File: src/rtl/rhce_pkg.sv
// Shared types and constants for the RGB to HSL channel extractor.
// No dependencies; used by the top level, the divider pipeline and the checker.
package rhce_pkg;

  localparam int PIX_W  = 8;                  // component and result width
  localparam int Q_W    = 8;                  // quotient bits, one per divider stage
  localparam int DEN_W  = 17;                 // divisor: up to 360*255
  localparam int NUM_W  = DEN_W + Q_W;        // dividend: below 256*divisor
  localparam int D60_W  = 15;                 // signed 60*(component difference)
  localparam int SEL_W  = 3;

  localparam int FRONT_STAGES = 4;
  localparam int PIPE_DEPTH   = FRONT_STAGES + Q_W;

  // channel_select codes
  localparam logic [SEL_W-1:0] CH_RED   = 3'd0;
  localparam logic [SEL_W-1:0] CH_GREEN = 3'd1;
  localparam logic [SEL_W-1:0] CH_BLUE  = 3'd2;
  localparam logic [SEL_W-1:0] CH_HUE   = 3'd3;
  localparam logic [SEL_W-1:0] CH_SAT   = 3'd4;
  localparam logic [SEL_W-1:0] CH_LIGHT = 3'd5;

  // scale constants
  localparam logic [DEN_W-1:0] DEG_FULL  = 17'd360;
  localparam logic [DEN_W-1:0] DEG_GREEN = 17'd120;
  localparam logic [DEN_W-1:0] DEG_BLUE  = 17'd240;
  localparam logic [8:0]       SUM_FULL  = 9'd510;
  localparam logic [8:0]       SUM_HALF  = 9'd255;
  localparam logic signed [D60_W-1:0] DEG_SECTOR = 15'sd60;

  typedef enum logic [1:0] {
    SEC_RED,
    SEC_GREEN,
    SEC_BLUE
  } sector_t;

  // Side-band carried alongside the division
  typedef struct packed {
    logic             use_q;   // result is the quotient
    logic [PIX_W-1:0] direct;  // result otherwise
  } tag_t;

endpackage

File: src/rtl/rhce_divpipe.sv
// Pipelined restoring divider, one quotient bit per stage, with its own
// valid/ready chain. Depends on rhce_pkg.
module rhce_divpipe (
  input  logic                      clk,
  input  logic                      rst,
  input  logic                      in_valid,
  output logic                      in_ready,
  input  logic [rhce_pkg::NUM_W-1:0] num,
  input  logic [rhce_pkg::DEN_W-1:0] den,
  input  rhce_pkg::tag_t            tag,
  output logic                      out_valid,
  input  logic                      out_ready,
  output logic [rhce_pkg::PIX_W-1:0] result
);
  import rhce_pkg::*;

  localparam int STG = Q_W;

  logic [STG-1:0] v;
  logic [STG-1:0] en;

  logic [NUM_W-1:0] rem [STG-1];
  logic [DEN_W-1:0] dsr [STG-1];
  logic [Q_W-1:0]   quo [STG-1];
  tag_t             tg  [STG-1];

  assign in_ready  = en[0];
  assign out_valid = v[STG-1];

  for (genvar k = 0; k < STG; k++) begin : g_stg
    logic [NUM_W-1:0] rem_in;
    logic [DEN_W-1:0] den_in;
    logic [Q_W-1:0]   q_in;
    tag_t             tag_in;
    logic             v_in;
    logic [NUM_W-1:0] trial;
    logic             fits;
    logic [Q_W-1:0]   q_out;

    if (k == 0) begin : g_first
      assign rem_in = num;
      assign den_in = den;
      assign q_in   = '0;
      assign tag_in = tag;
      assign v_in   = in_valid;
    end else begin : g_rest
      assign rem_in = rem[k-1];
      assign den_in = dsr[k-1];
      assign q_in   = quo[k-1];
      assign tag_in = tg[k-1];
      assign v_in   = v[k-1];
    end

    assign trial = NUM_W'(den_in) << (Q_W - 1 - k);
    assign fits  = (rem_in >= trial);

    always_comb begin
      q_out              = q_in;
      q_out[Q_W - 1 - k] = fits;
    end

    if (k == STG - 1) begin : g_en_last
      assign en[k] = !v[k] || out_ready;
    end else begin : g_en_mid
      assign en[k] = !v[k] || en[k+1];
    end

    always_ff @(posedge clk) begin
      if (rst) begin
        v[k] <= 1'b0;
      end else if (en[k]) begin
        v[k] <= v_in;
      end
    end

    if (k < STG - 1) begin : g_mid
      always_ff @(posedge clk) begin
        if (en[k]) begin
          rem[k] <= fits ? (rem_in - trial) : rem_in;
          dsr[k] <= den_in;
          quo[k] <= q_out;
          tg[k]  <= tag_in;
        end
      end
    end else begin : g_last
      always_ff @(posedge clk) begin
        if (en[k]) begin
          result <= tag_in.use_q ? q_out : tag_in.direct;
        end
      end
    end
  end

endmodule

File: src/rtl/rgb_to_hsl_channel_extract_unit.sv
// Top level of the RGB to HSL channel extractor.
// Depends on rhce_pkg and rhce_divpipe.
//
// Usage:
//   Input channel (in_valid/in_ready): one RGB pixel per beat on red, green, blue.
//   Output channel (out_valid/out_ready): one byte per beat on channel_value,
//   the channel picked by channel_select: 0 red, 1 green, 2 blue, 3 hue,
//   4 saturation, 5 lightness; codes 6 and 7 give 0.
//   Config: cfg_write_en loads cfg_write_data into channel_select at the edge.
//   Write it only while no beat is in flight.
// Timing:
//   From input beat to output valid there are four front stages
//   (max/min/sector, hue base terms, numerator sum, x255 scale) and eight
//   divider stages, each stage producing one quotient bit.
//   Throughput is one pixel per cycle while the output is not stalled; the divider is fully pipelined.
// Reset:
//   rst is synchronous; it clears all valid bits and sets channel_select to red.
// Backpressure:
//   Each stage holds its beat while the stage after it is full and stalled,
//   so bubbles close up and in_ready drops only when all 12 stages are full.
//   Nothing is dropped or repeated.
module rgb_to_hsl_channel_extract_unit (
  input  logic                       clk,
  input  logic                       rst,
  input  logic                       in_valid,
  output logic                       in_ready,
  input  logic [rhce_pkg::PIX_W-1:0] red,
  input  logic [rhce_pkg::PIX_W-1:0] green,
  input  logic [rhce_pkg::PIX_W-1:0] blue,
  output logic                       out_valid,
  input  logic                       out_ready,
  output logic [rhce_pkg::PIX_W-1:0] channel_value,
  input  logic                       cfg_write_en,
  input  logic [rhce_pkg::SEL_W-1:0] cfg_write_data
);
  import rhce_pkg::*;

  logic [SEL_W-1:0] channel_select;

  always_ff @(posedge clk) begin
    if (rst) begin
      channel_select <= CH_RED;
    end else if (cfg_write_en) begin
      channel_select <= cfg_write_data;
    end
  end

  // Stage enables: a stage loads when empty or when its successor loads.
  logic a_v, b_v, c_v, d_v;
  logic a_en, b_en, c_en, d_en;
  logic div_ready;

  assign d_en     = !d_v || div_ready;
  assign c_en     = !c_v || d_en;
  assign b_en     = !b_v || c_en;
  assign a_en     = !a_v || b_en;
  assign in_ready = a_en;

  // ---------------- Stage A: max, min, sector, direct channels ----------------
  logic [PIX_W-1:0]  hi, lo;
  sector_t           sector;
  logic signed [8:0] diff;
  logic [8:0]        sum;
  tag_t              tag_a;
  logic              hue_sel;

  always_comb begin
    hi = red;
    if (green > hi) hi = green;
    if (blue > hi)  hi = blue;
    lo = red;
    if (green < lo) lo = green;
    if (blue < lo)  lo = blue;
    sum = {1'b0, hi} + {1'b0, lo};

    // ties resolve red first, then green
    if (hi == red) begin
      sector = SEC_RED;
    end else if (hi == green) begin
      sector = SEC_GREEN;
    end else begin
      sector = SEC_BLUE;
    end

    unique case (sector)
      SEC_RED:   diff = $signed({1'b0, green}) - $signed({1'b0, blue});
      SEC_GREEN: diff = $signed({1'b0, blue}) - $signed({1'b0, red});
      default:   diff = $signed({1'b0, red}) - $signed({1'b0, green});
    endcase

    // gray pixels take the direct path with hue and saturation 0
    hue_sel      = 1'b0;
    tag_a.use_q  = 1'b0;
    tag_a.direct = '0;
    unique case (channel_select)
      CH_RED:   tag_a.direct = red;
      CH_GREEN: tag_a.direct = green;
      CH_BLUE:  tag_a.direct = blue;
      CH_HUE: begin
        hue_sel     = 1'b1;
        tag_a.use_q = (hi != lo);
      end
      CH_SAT:   tag_a.use_q = (hi != lo);
      CH_LIGHT: tag_a.direct = sum[8:1];
      default:  tag_a.direct = '0;
    endcase
  end

  logic [PIX_W-1:0]  a_d;
  logic [8:0]        a_s;
  sector_t           a_sector;
  logic signed [8:0] a_diff;
  logic              a_hue;
  tag_t              a_tag;

  always_ff @(posedge clk) begin
    if (rst) begin
      a_v <= 1'b0;
    end else if (a_en) begin
      a_v <= in_valid;
    end
  end

  always_ff @(posedge clk) begin
    if (a_en) begin
      a_d      <= hi - lo;
      a_s      <= sum;
      a_sector <= sector;
      a_diff   <= diff;
      a_hue    <= hue_sel;
      a_tag    <= tag_a;
    end
  end

  // ---------------- Stage B: base term, 60*diff, divisor ----------------
  logic [DEN_W-1:0]        d_ext;
  logic signed [D60_W-1:0] diff_ext;
  logic [DEN_W-1:0]        base_b, den_b;
  logic signed [D60_W-1:0] d60_b;

  always_comb begin
    d_ext    = DEN_W'(a_d);
    diff_ext = D60_W'(a_diff);
    if (a_hue) begin
      den_b = d_ext * DEG_FULL;
      d60_b = diff_ext * DEG_SECTOR;
      unique case (a_sector)
        SEC_RED:   base_b = a_diff[8] ? (d_ext * DEG_FULL) : '0;
        SEC_GREEN: base_b = d_ext * DEG_GREEN;
        default:   base_b = d_ext * DEG_BLUE;
      endcase
    end else begin
      base_b = d_ext;
      d60_b  = '0;
      den_b  = (a_s <= SUM_HALF) ? DEN_W'(a_s) : DEN_W'(SUM_FULL - a_s);
    end
  end

  logic [DEN_W-1:0]        b_base, b_den;
  logic signed [D60_W-1:0] b_d60;
  tag_t                    b_tag;

  always_ff @(posedge clk) begin
    if (rst) begin
      b_v <= 1'b0;
    end else if (b_en) begin
      b_v <= a_v;
    end
  end

  always_ff @(posedge clk) begin
    if (b_en) begin
      b_base <= base_b;
      b_d60  <= d60_b;
      b_den  <= den_b;
      b_tag  <= a_tag;
    end
  end

  // ---------------- Stage C: N = base + 60*diff ----------------
  logic signed [DEN_W:0] n_wide;

  assign n_wide = $signed({1'b0, b_base}) + (DEN_W + 1)'(b_d60);

  logic [DEN_W-1:0] c_n, c_den;
  tag_t             c_tag;

  always_ff @(posedge clk) begin
    if (rst) begin
      c_v <= 1'b0;
    end else if (c_en) begin
      c_v <= b_v;
    end
  end

  always_ff @(posedge clk) begin
    if (c_en) begin
      c_n   <= n_wide[DEN_W-1:0];
      c_den <= b_den;
      c_tag <= b_tag;
    end
  end

  // ---------------- Stage D: dividend = N * 255 ----------------
  logic [NUM_W-1:0] d_num;
  logic [DEN_W-1:0] d_den;
  tag_t             d_tag;

  always_ff @(posedge clk) begin
    if (rst) begin
      d_v <= 1'b0;
    end else if (d_en) begin
      d_v <= c_v;
    end
  end

  always_ff @(posedge clk) begin
    if (d_en) begin
      d_num <= (NUM_W'(c_n) << PIX_W) - NUM_W'(c_n);
      d_den <= c_den;
      d_tag <= c_tag;
    end
  end

  // ---------------- Divider and output register ----------------
  rhce_divpipe u_div (
    .clk       (clk),
    .rst       (rst),
    .in_valid  (d_v),
    .in_ready  (div_ready),
    .num       (d_num),
    .den       (d_den),
    .tag       (d_tag),
    .out_valid (out_valid),
    .out_ready (out_ready),
    .result    (channel_value)
  );

endmodule

File: config.mk
export PLATFORM = sky130hd
export DESIGN_NAME = rgb_to_hsl_channel_extract_unit
export DESIGN_NICKNAME = d
export VERILOG_FILES = /design/src/rtl/rhce_pkg.sv /design/src/rtl/rhce_divpipe.sv /design/src/rtl/rgb_to_hsl_channel_extract_unit.sv
export SDC_FILE = /design/constraint.sdc
export NUM_CORES = 1
export LEC_CHECK = 0
export BUFFER_PORTS_ARGS = -buffer_cell sky130_fd_sc_hd__buf_4
export CAP_MARGIN = 20
export CELL_PAD_IN_SITES_DETAIL_PLACEMENT = 0
export CELL_PAD_IN_SITES_GLOBAL_PLACEMENT = 1
export CORE_MARGIN = 8
export CORE_UTILIZATION = 40
export CTS_BUF_LIST = sky130_fd_sc_hd__clkbuf_2 sky130_fd_sc_hd__clkbuf_4 sky130_fd_sc_hd__clkbuf_8
export DETAILED_ROUTE_END_ITERATION = 6
export PLACE_DENSITY_LB_ADDON = 0.1
export SYNTH_ARGS = -nofsm -noshare
export SYNTH_HDL_FRONTEND = slang
export SYNTH_SLANG_ARGS = --single-unit
File: constraint.sdc
create_clock -name clk -period 9.7 [get_ports clk]
set_clock_uncertainty 0.2 [all_clocks]
set_input_delay 1.455 -clock clk [delete_from_list [all_inputs] [get_ports clk]]
set_output_delay 1.455 -clock clk [all_outputs]
set_load 0.01 [all_outputs]
==> results of run 1 <==
==> logic make-up after synthesis <==
family	count (synthesis)	share of synthesized area
xor+xnor	213	0.0555
simple gates	667	0.0973
compound gates	628	0.119
mux	103	0.0326
flops	584	0.518
fa+ha+maj	325	0.132
buf+inv	395	0.0459
==> worst min path at each step <==
stage,start,end,depth (start not counted)
CTS,c_den[12],d_den[12],0
global route,b_base[1],c_n[1],0
finish,c_den[13],d_den[13],0
detailed placement,b_den[1],c_den[1],0
global placement,b_tag[3],c_tag[3],0
floorplan,a_tag[0],b_tag[0],0
==> Yosys cell counts (16+ instances only) <==
library cell    n  area (um2)
o21ai_0       132         661
o21bai_1       28         210
a21oi_1       201        1010
edfxtp_1      569       17100
clkbuf_1       29         109
ha_1          276        3450
nor4_1         18         113
nand2b_1       27         169
o21ai_1        21         105
nor2_1        179         672
inv_1         335        1260
nand3_1        43         215
xnor2_1       135        1180
a31oi_1        16         100
nand2_1       182         683
buf_2          17        85.1
nor3_1         56         280
a211oi_1       21         158
mux2_2         43         484
nand4_1        20         125
a21o_1         72         541
nor2b_1        34         213
o21a_1         18         135
fa_1           49         981
mux2i_1        55         551
and3_1         22         138
xor2_1         78         683
==> metrics by stage <==
| stage | worst slack [ns] | util |
|---|---|---|
| floorplan | 0.484 | - |
| global placement | 1.85 | 0.421 |
| detailed placement | 1.79 | 0.421 |
| CTS | 2.60 | 0.448 |
| global route | 1.89 | 0.449 |
| finish | 2.48 | 0.449 |
==> cell type report <==
type | count | share of cell area
multi-input combinational | 1936 | 0.393
antenna | 3 | 0.000201
inverter | 337 | 0.0338
clock inverter | 49 | 0.0135
sequential | 584 | 0.465
clock buffer | 137 | 0.0452
tap | 1080 | 0.0361
timing repair buffer | 63 | 0.0138
==> routing by layer <==
layer	up-vias	GRT usage	part of all wire	wire length, um
met1	10500	0.219	0.44	36300
met2	374	0.307	0.50	41300
met5	-	0	0	0
li1	10800	-	-	-
met3	108	0.0252	0.033	2700
met4	0	0.0490	0.022	1820
==> critical path, delay by kind of cell <==
kind / cells / cell delay (ns)
AND/OR/NAND/NOR: 5 / 1.23
multiplexers: 1 / 0.38
adder cells (fa/ha/maj): 3 / 0.98
buffers and inverters: 4 / 0.62
AO/OA/AOI/OAI: 15 / 2.70
XOR/XNOR: 1 / 0.12
==> state kept, by name (all words and copies together), names as in the netlist, 3 cells and up <==
| register | flops |
|---|---|
| c_n | 17 |
| a_diff | 9 |
| d_tag | 9 |
| a_s | 8 |
| u_div.quo | 28 |
| c_den | 16 |
| c_tag | 9 |
| u_div.dsr | 117 |
| d_den | 16 |
| u_div.g_stg.v_in | 7 |
| u_div.tg | 63 |
| a_d | 8 |
| b_tag | 9 |
| b_d60 | 13 |
| u_div.rem | 169 |
| b_den | 16 |
| a_tag | 9 |
| u_div.result | 8 |
| b_base | 17 |
| d_num | 25 |
| channel_select | 3 |
==> flow_metrics.tcl, run 1 <==
set metrics [dict create \
    wl_per_cell_um 19.6 \
    grt_pass1_wl_um 127000 \
    cts_setup_buffers 0 \
    port-buffer-count 41 \
    drt_iter0_markers 1239 \
    clock_latency_ns 0.73 \
    syn-num-nets 3272 \
    initial_utilization 0.403 \
    path_max_fanout 14 \
    arrival_ns 7.49 \
    relSlewSlack 0.344 \
    rrSetupSlack_ns 5.21 \
    critPathMaxStageDelay_ns 0.73 \
    drc 0 \
    post_dp_cell_area_um2 35100 \
    cts_buffers 103 \
    layout_commonest_cell "edfxtp_1" \
    tritoncts "done" \
    synth_edf_count 569 \
    vias_per_cell 5.20 \
    crit_path_end_kind "register" \
    stdcell_area_um2 37400 \
    grt-ovfl-total 0 \
    yosysWarningCount 0 \
    stdcell_count 4189 \
    worstSetupEndpoint "a_tag[6]" \
    r2r-start "a_d[1]" \
    dp_hpwl_um 62200 \
    core-area_um2 83400 \
    hp-class "reg -> reg" \
    dp_cells 3997 \
    cp-startpoint "green[1]" \
    timing.critical_path.mode_cell "a21oi_1" \
    r2r_cells 14 \
    slowest_stage "nor2_1" \
    cts_root_buf "clkbuf_8" \
    drv_slew 0 \
    reg2reg_to "b_base[16]" \
    async_flop_share 0 \
    nets 3382 \
    antenna_found_initial 3 \
    required_ns 9.97 \
    layout_common_cells "edfxtp_1 (569), inv_1 (332), ha_1 (276)" \
    period_share 0.744 \
    rows 106 \
    ant_nets 0 \
    synth-main-ff-cell "edfxtp_1" \
    maxCapViolations 0 \
    netlist_area_um2 33600 \
    clock-sinks 584 \
    setup_viol_count_final 0 \
    ys_seq_elements 584 \
    clkTransAtPathRegs_ns 0.07 \
    first_global_vias 22200 \
    crit_path_start_kind "input pin" \
    gp_congestion 0.855 \
    die_h_um 306 \
    critPathKind "in -> reg" \
    cts_hold_buf 0 \
    grt_setup_unrepaired "no" \
    htree_levels 3 \
    first_pass_iters 7 \
    die_w_um 306 \
    die_area_um2 93500 \
    hold_violations 0 \
    syn_area_per_cell_um2 11.5 \
    multi_input_area_um2 14700 \
    grt_usage 0.173 \
    fillers 7724 \
    boundaryPins 42 \
    worstMarginPinSlew_ns 0.984 \
    seq_area_um2 17400 \
    layout_min_cycle_time_ns 7.22 \
    synth.distinct_cells 90 \
    wl_um 82200 \
    drive_gt1_frac 0.103 \
    ys_seq_area_frac 0.518 \
    syn_inst 2915 \
    vias 21800 \
    hold_ws_ns 0.204 \
    area_delta_synth_final_pct 11.4 \
    fmax_mhz 138 \
    status "completed" \
    grt_max_degree 58 \
    tns_ns 0 \
    cts-resized-gates 0 \
    cts.path.max_buffers 3 \
]
Power of run 1 is left out: the tool's default activity adds up to more than one toggle a clock period on the data nets, which glitch-free logic cannot reach.
==> run 2, diff against run 1 <==
==> constraint.sdc (replaced) <==
create_clock -name clk -period 5.8 [get_ports clk]
set_clock_uncertainty 0.2 [all_clocks]
set_input_delay 0.87 -clock clk [delete_from_list [all_inputs] [get_ports clk]]
set_output_delay 0.87 -clock clk [all_outputs]
set_load 0.01 [all_outputs]
==> run 2 against run 1 <==
First-iteration DRC count grew 21%. Critical path depth up 1. Register-to-register slack lost 3.9 ns. Cell area up 1.7%. Flip-flop and latch count unchanged. Via count up 1.2%. Non-clock buffer count is 88 higher. Cell count grew 2.1%. Critical path type unchanged. Clock-buffer cell count is 9 lower. Global-route usage decreased by 0.28 points. Hold slack worse by 0.030 ns. Setup slack worse by 2.1 ns. Largest cell class unchanged.
==> flow_metrics.tcl, run 2 (synthesis results as in run 1) <==
set metrics [dict create \
    status "completed" \
    maxCapViolations 0 \
    first_pass_iters 5 \
    grt_max_degree 58 \
    relSlewSlack 0.279 \
    required_ns 6.10 \
    tns_ns 0 \
    first_global_vias 22500 \
    clock-sinks 584 \
    vias_per_cell 5.15 \
    grt-ovfl-total 0 \
    clkTransAtPathRegs_ns 0.06 \
    grt.met1_usage 0.212 \
    largest_reg_flops 169 \
    crit_path_start_kind "input pin" \
    nets 3470 \
    drive_gt1_frac 0.132 \
    drv_slew 0 \
    stdcell_count 4278 \
    fillers 7741 \
    tritoncts "done" \
    cp-startpoint "green[1]" \
    die_h_um 306 \
    cts_root_buf "clkbuf_8" \
    die_area_um2 93500 \
    largest_registers "u_div.rem x169, u_div.dsr x117, u_div.tg x63" \
    layout_common_cells "edfxtp_1 (569), inv_1 (331), ha_1 (273)" \
    clock_latency_ns 0.71 \
    dp_hpwl_um 62000 \
    cts.path.max_buffers 3 \
    arrival_ns 5.69 \
    grt_usage 0.170 \
    critPathKind "in -> reg" \
    wl_um 81000 \
    rows 106 \
    period_share 0.929 \
    multi_input_area_um2 14800 \
    regMostFlops "u_div.rem" \
    hold_violations 0 \
    hp-class "reg -> reg" \
    die_w_um 306 \
    worstMarginPinSlew_ns 1.05 \
    vias 22000 \
    area_delta_synth_final_pct 13.3 \
    grt_setup_unrepaired "no" \
    setup_viol_count_final 0 \
    wl_per_cell_um 18.9 \
    drc 0 \
    port-buffer-count 41 \
    fmax_mhz 186 \
    r2r-start "a_d[1]" \
    dp_cells 4084 \
    boundaryPins 42 \
    busiest_layer "met2" \
    htree_levels 3 \
    timing.critical_path.mode_cell "a21o_1" \
    gp_congestion 0.871 \
    drt_iter0_markers 1494 \
    crit_path_end_kind "register" \
    grt_use_met3 0.0246 \
    antenna_found_initial 1 \
    layout_min_cycle_time_ns 5.39 \
    core-area_um2 83400 \
    critPathMaxStageDelay_ns 0.38 \
    cts_buffers 103 \
    seq_area_um2 17400 \
    path_max_fanout 6 \
    slowest_stage "fa_1" \
    min_from "a_tag[8]" \
    ant_nets 0 \
    grt_use_met2 0.306 \
    grt_pass1_wl_um 126000 \
    initial_utilization 0.403 \
    layout_commonest_cell "edfxtp_1" \
]
==> run 2: worst max-delay path, delay by kind of cell <==
family | cells | cell delay [ns]
AOI/OAI and AO/OA | 14 | 2.27
adders and majority gates | 4 | 1.17
buffers and inverters | 4 | 0.26
muxes | 2 | 0.35
and+or+nand+nor | 6 | 0.74
==> run 2: metrics by stage <==
step | setup WS [ns] | util | instance area (um2) | hold WS (ns)
global route | 0.00793 | 0.456 | 38100 | 0.177
global placement | -0.184 | 0.431 | 35900 | 0.204
floorplan | -0.402 | - | 33700 | 0.200
finish | 0.410 | 0.456 | 38100 | 0.174
CTS | 0.474 | 0.455 | 38000 | 0.146
detailed placement | -0.271 | 0.431 | 35900 | 0.205
==> run 2: worst paths after layout <==
check / depth (start not counted) / to / slack (ns)
worst max-delay path: 30 / a_tag[7] / 0.41
worst min-delay path: 0 / b_tag[8] / 0.17
worst max register to register: 13 / b_base[14] / 1.29
worst min register to register: 0 / b_tag[8] / 0.17
==> run 2: area by class of cell <==
class / count / area share
timing repair buffer: 151 / 0.0304
tap: 1080 / 0.0355
antenna: 5 / 0.000329
multi-input combinational: 1936 / 0.389
clock buffer: 128 / 0.0422
inverter: 337 / 0.0332
sequential: 584 / 0.457
clock inverter: 57 / 0.0124
==> run 2: metal layers <==
layer / routed length (um) / up-vias
li1: - / 11000
met1: 35300 / 10600
met2: 41000 / 387
met3: 2670 / 136
met4: 2010 / 0
met5: 0 / -
==> run 2: repair_timing <==
item | in CTS | in global routing
setup endpoints to repair | 0 | 1
buffers inserted | 0 | 2
gates resized for setup | 0 | 0
hold buffers | 0 | 0
Power of run 2 is left out for the same reason.
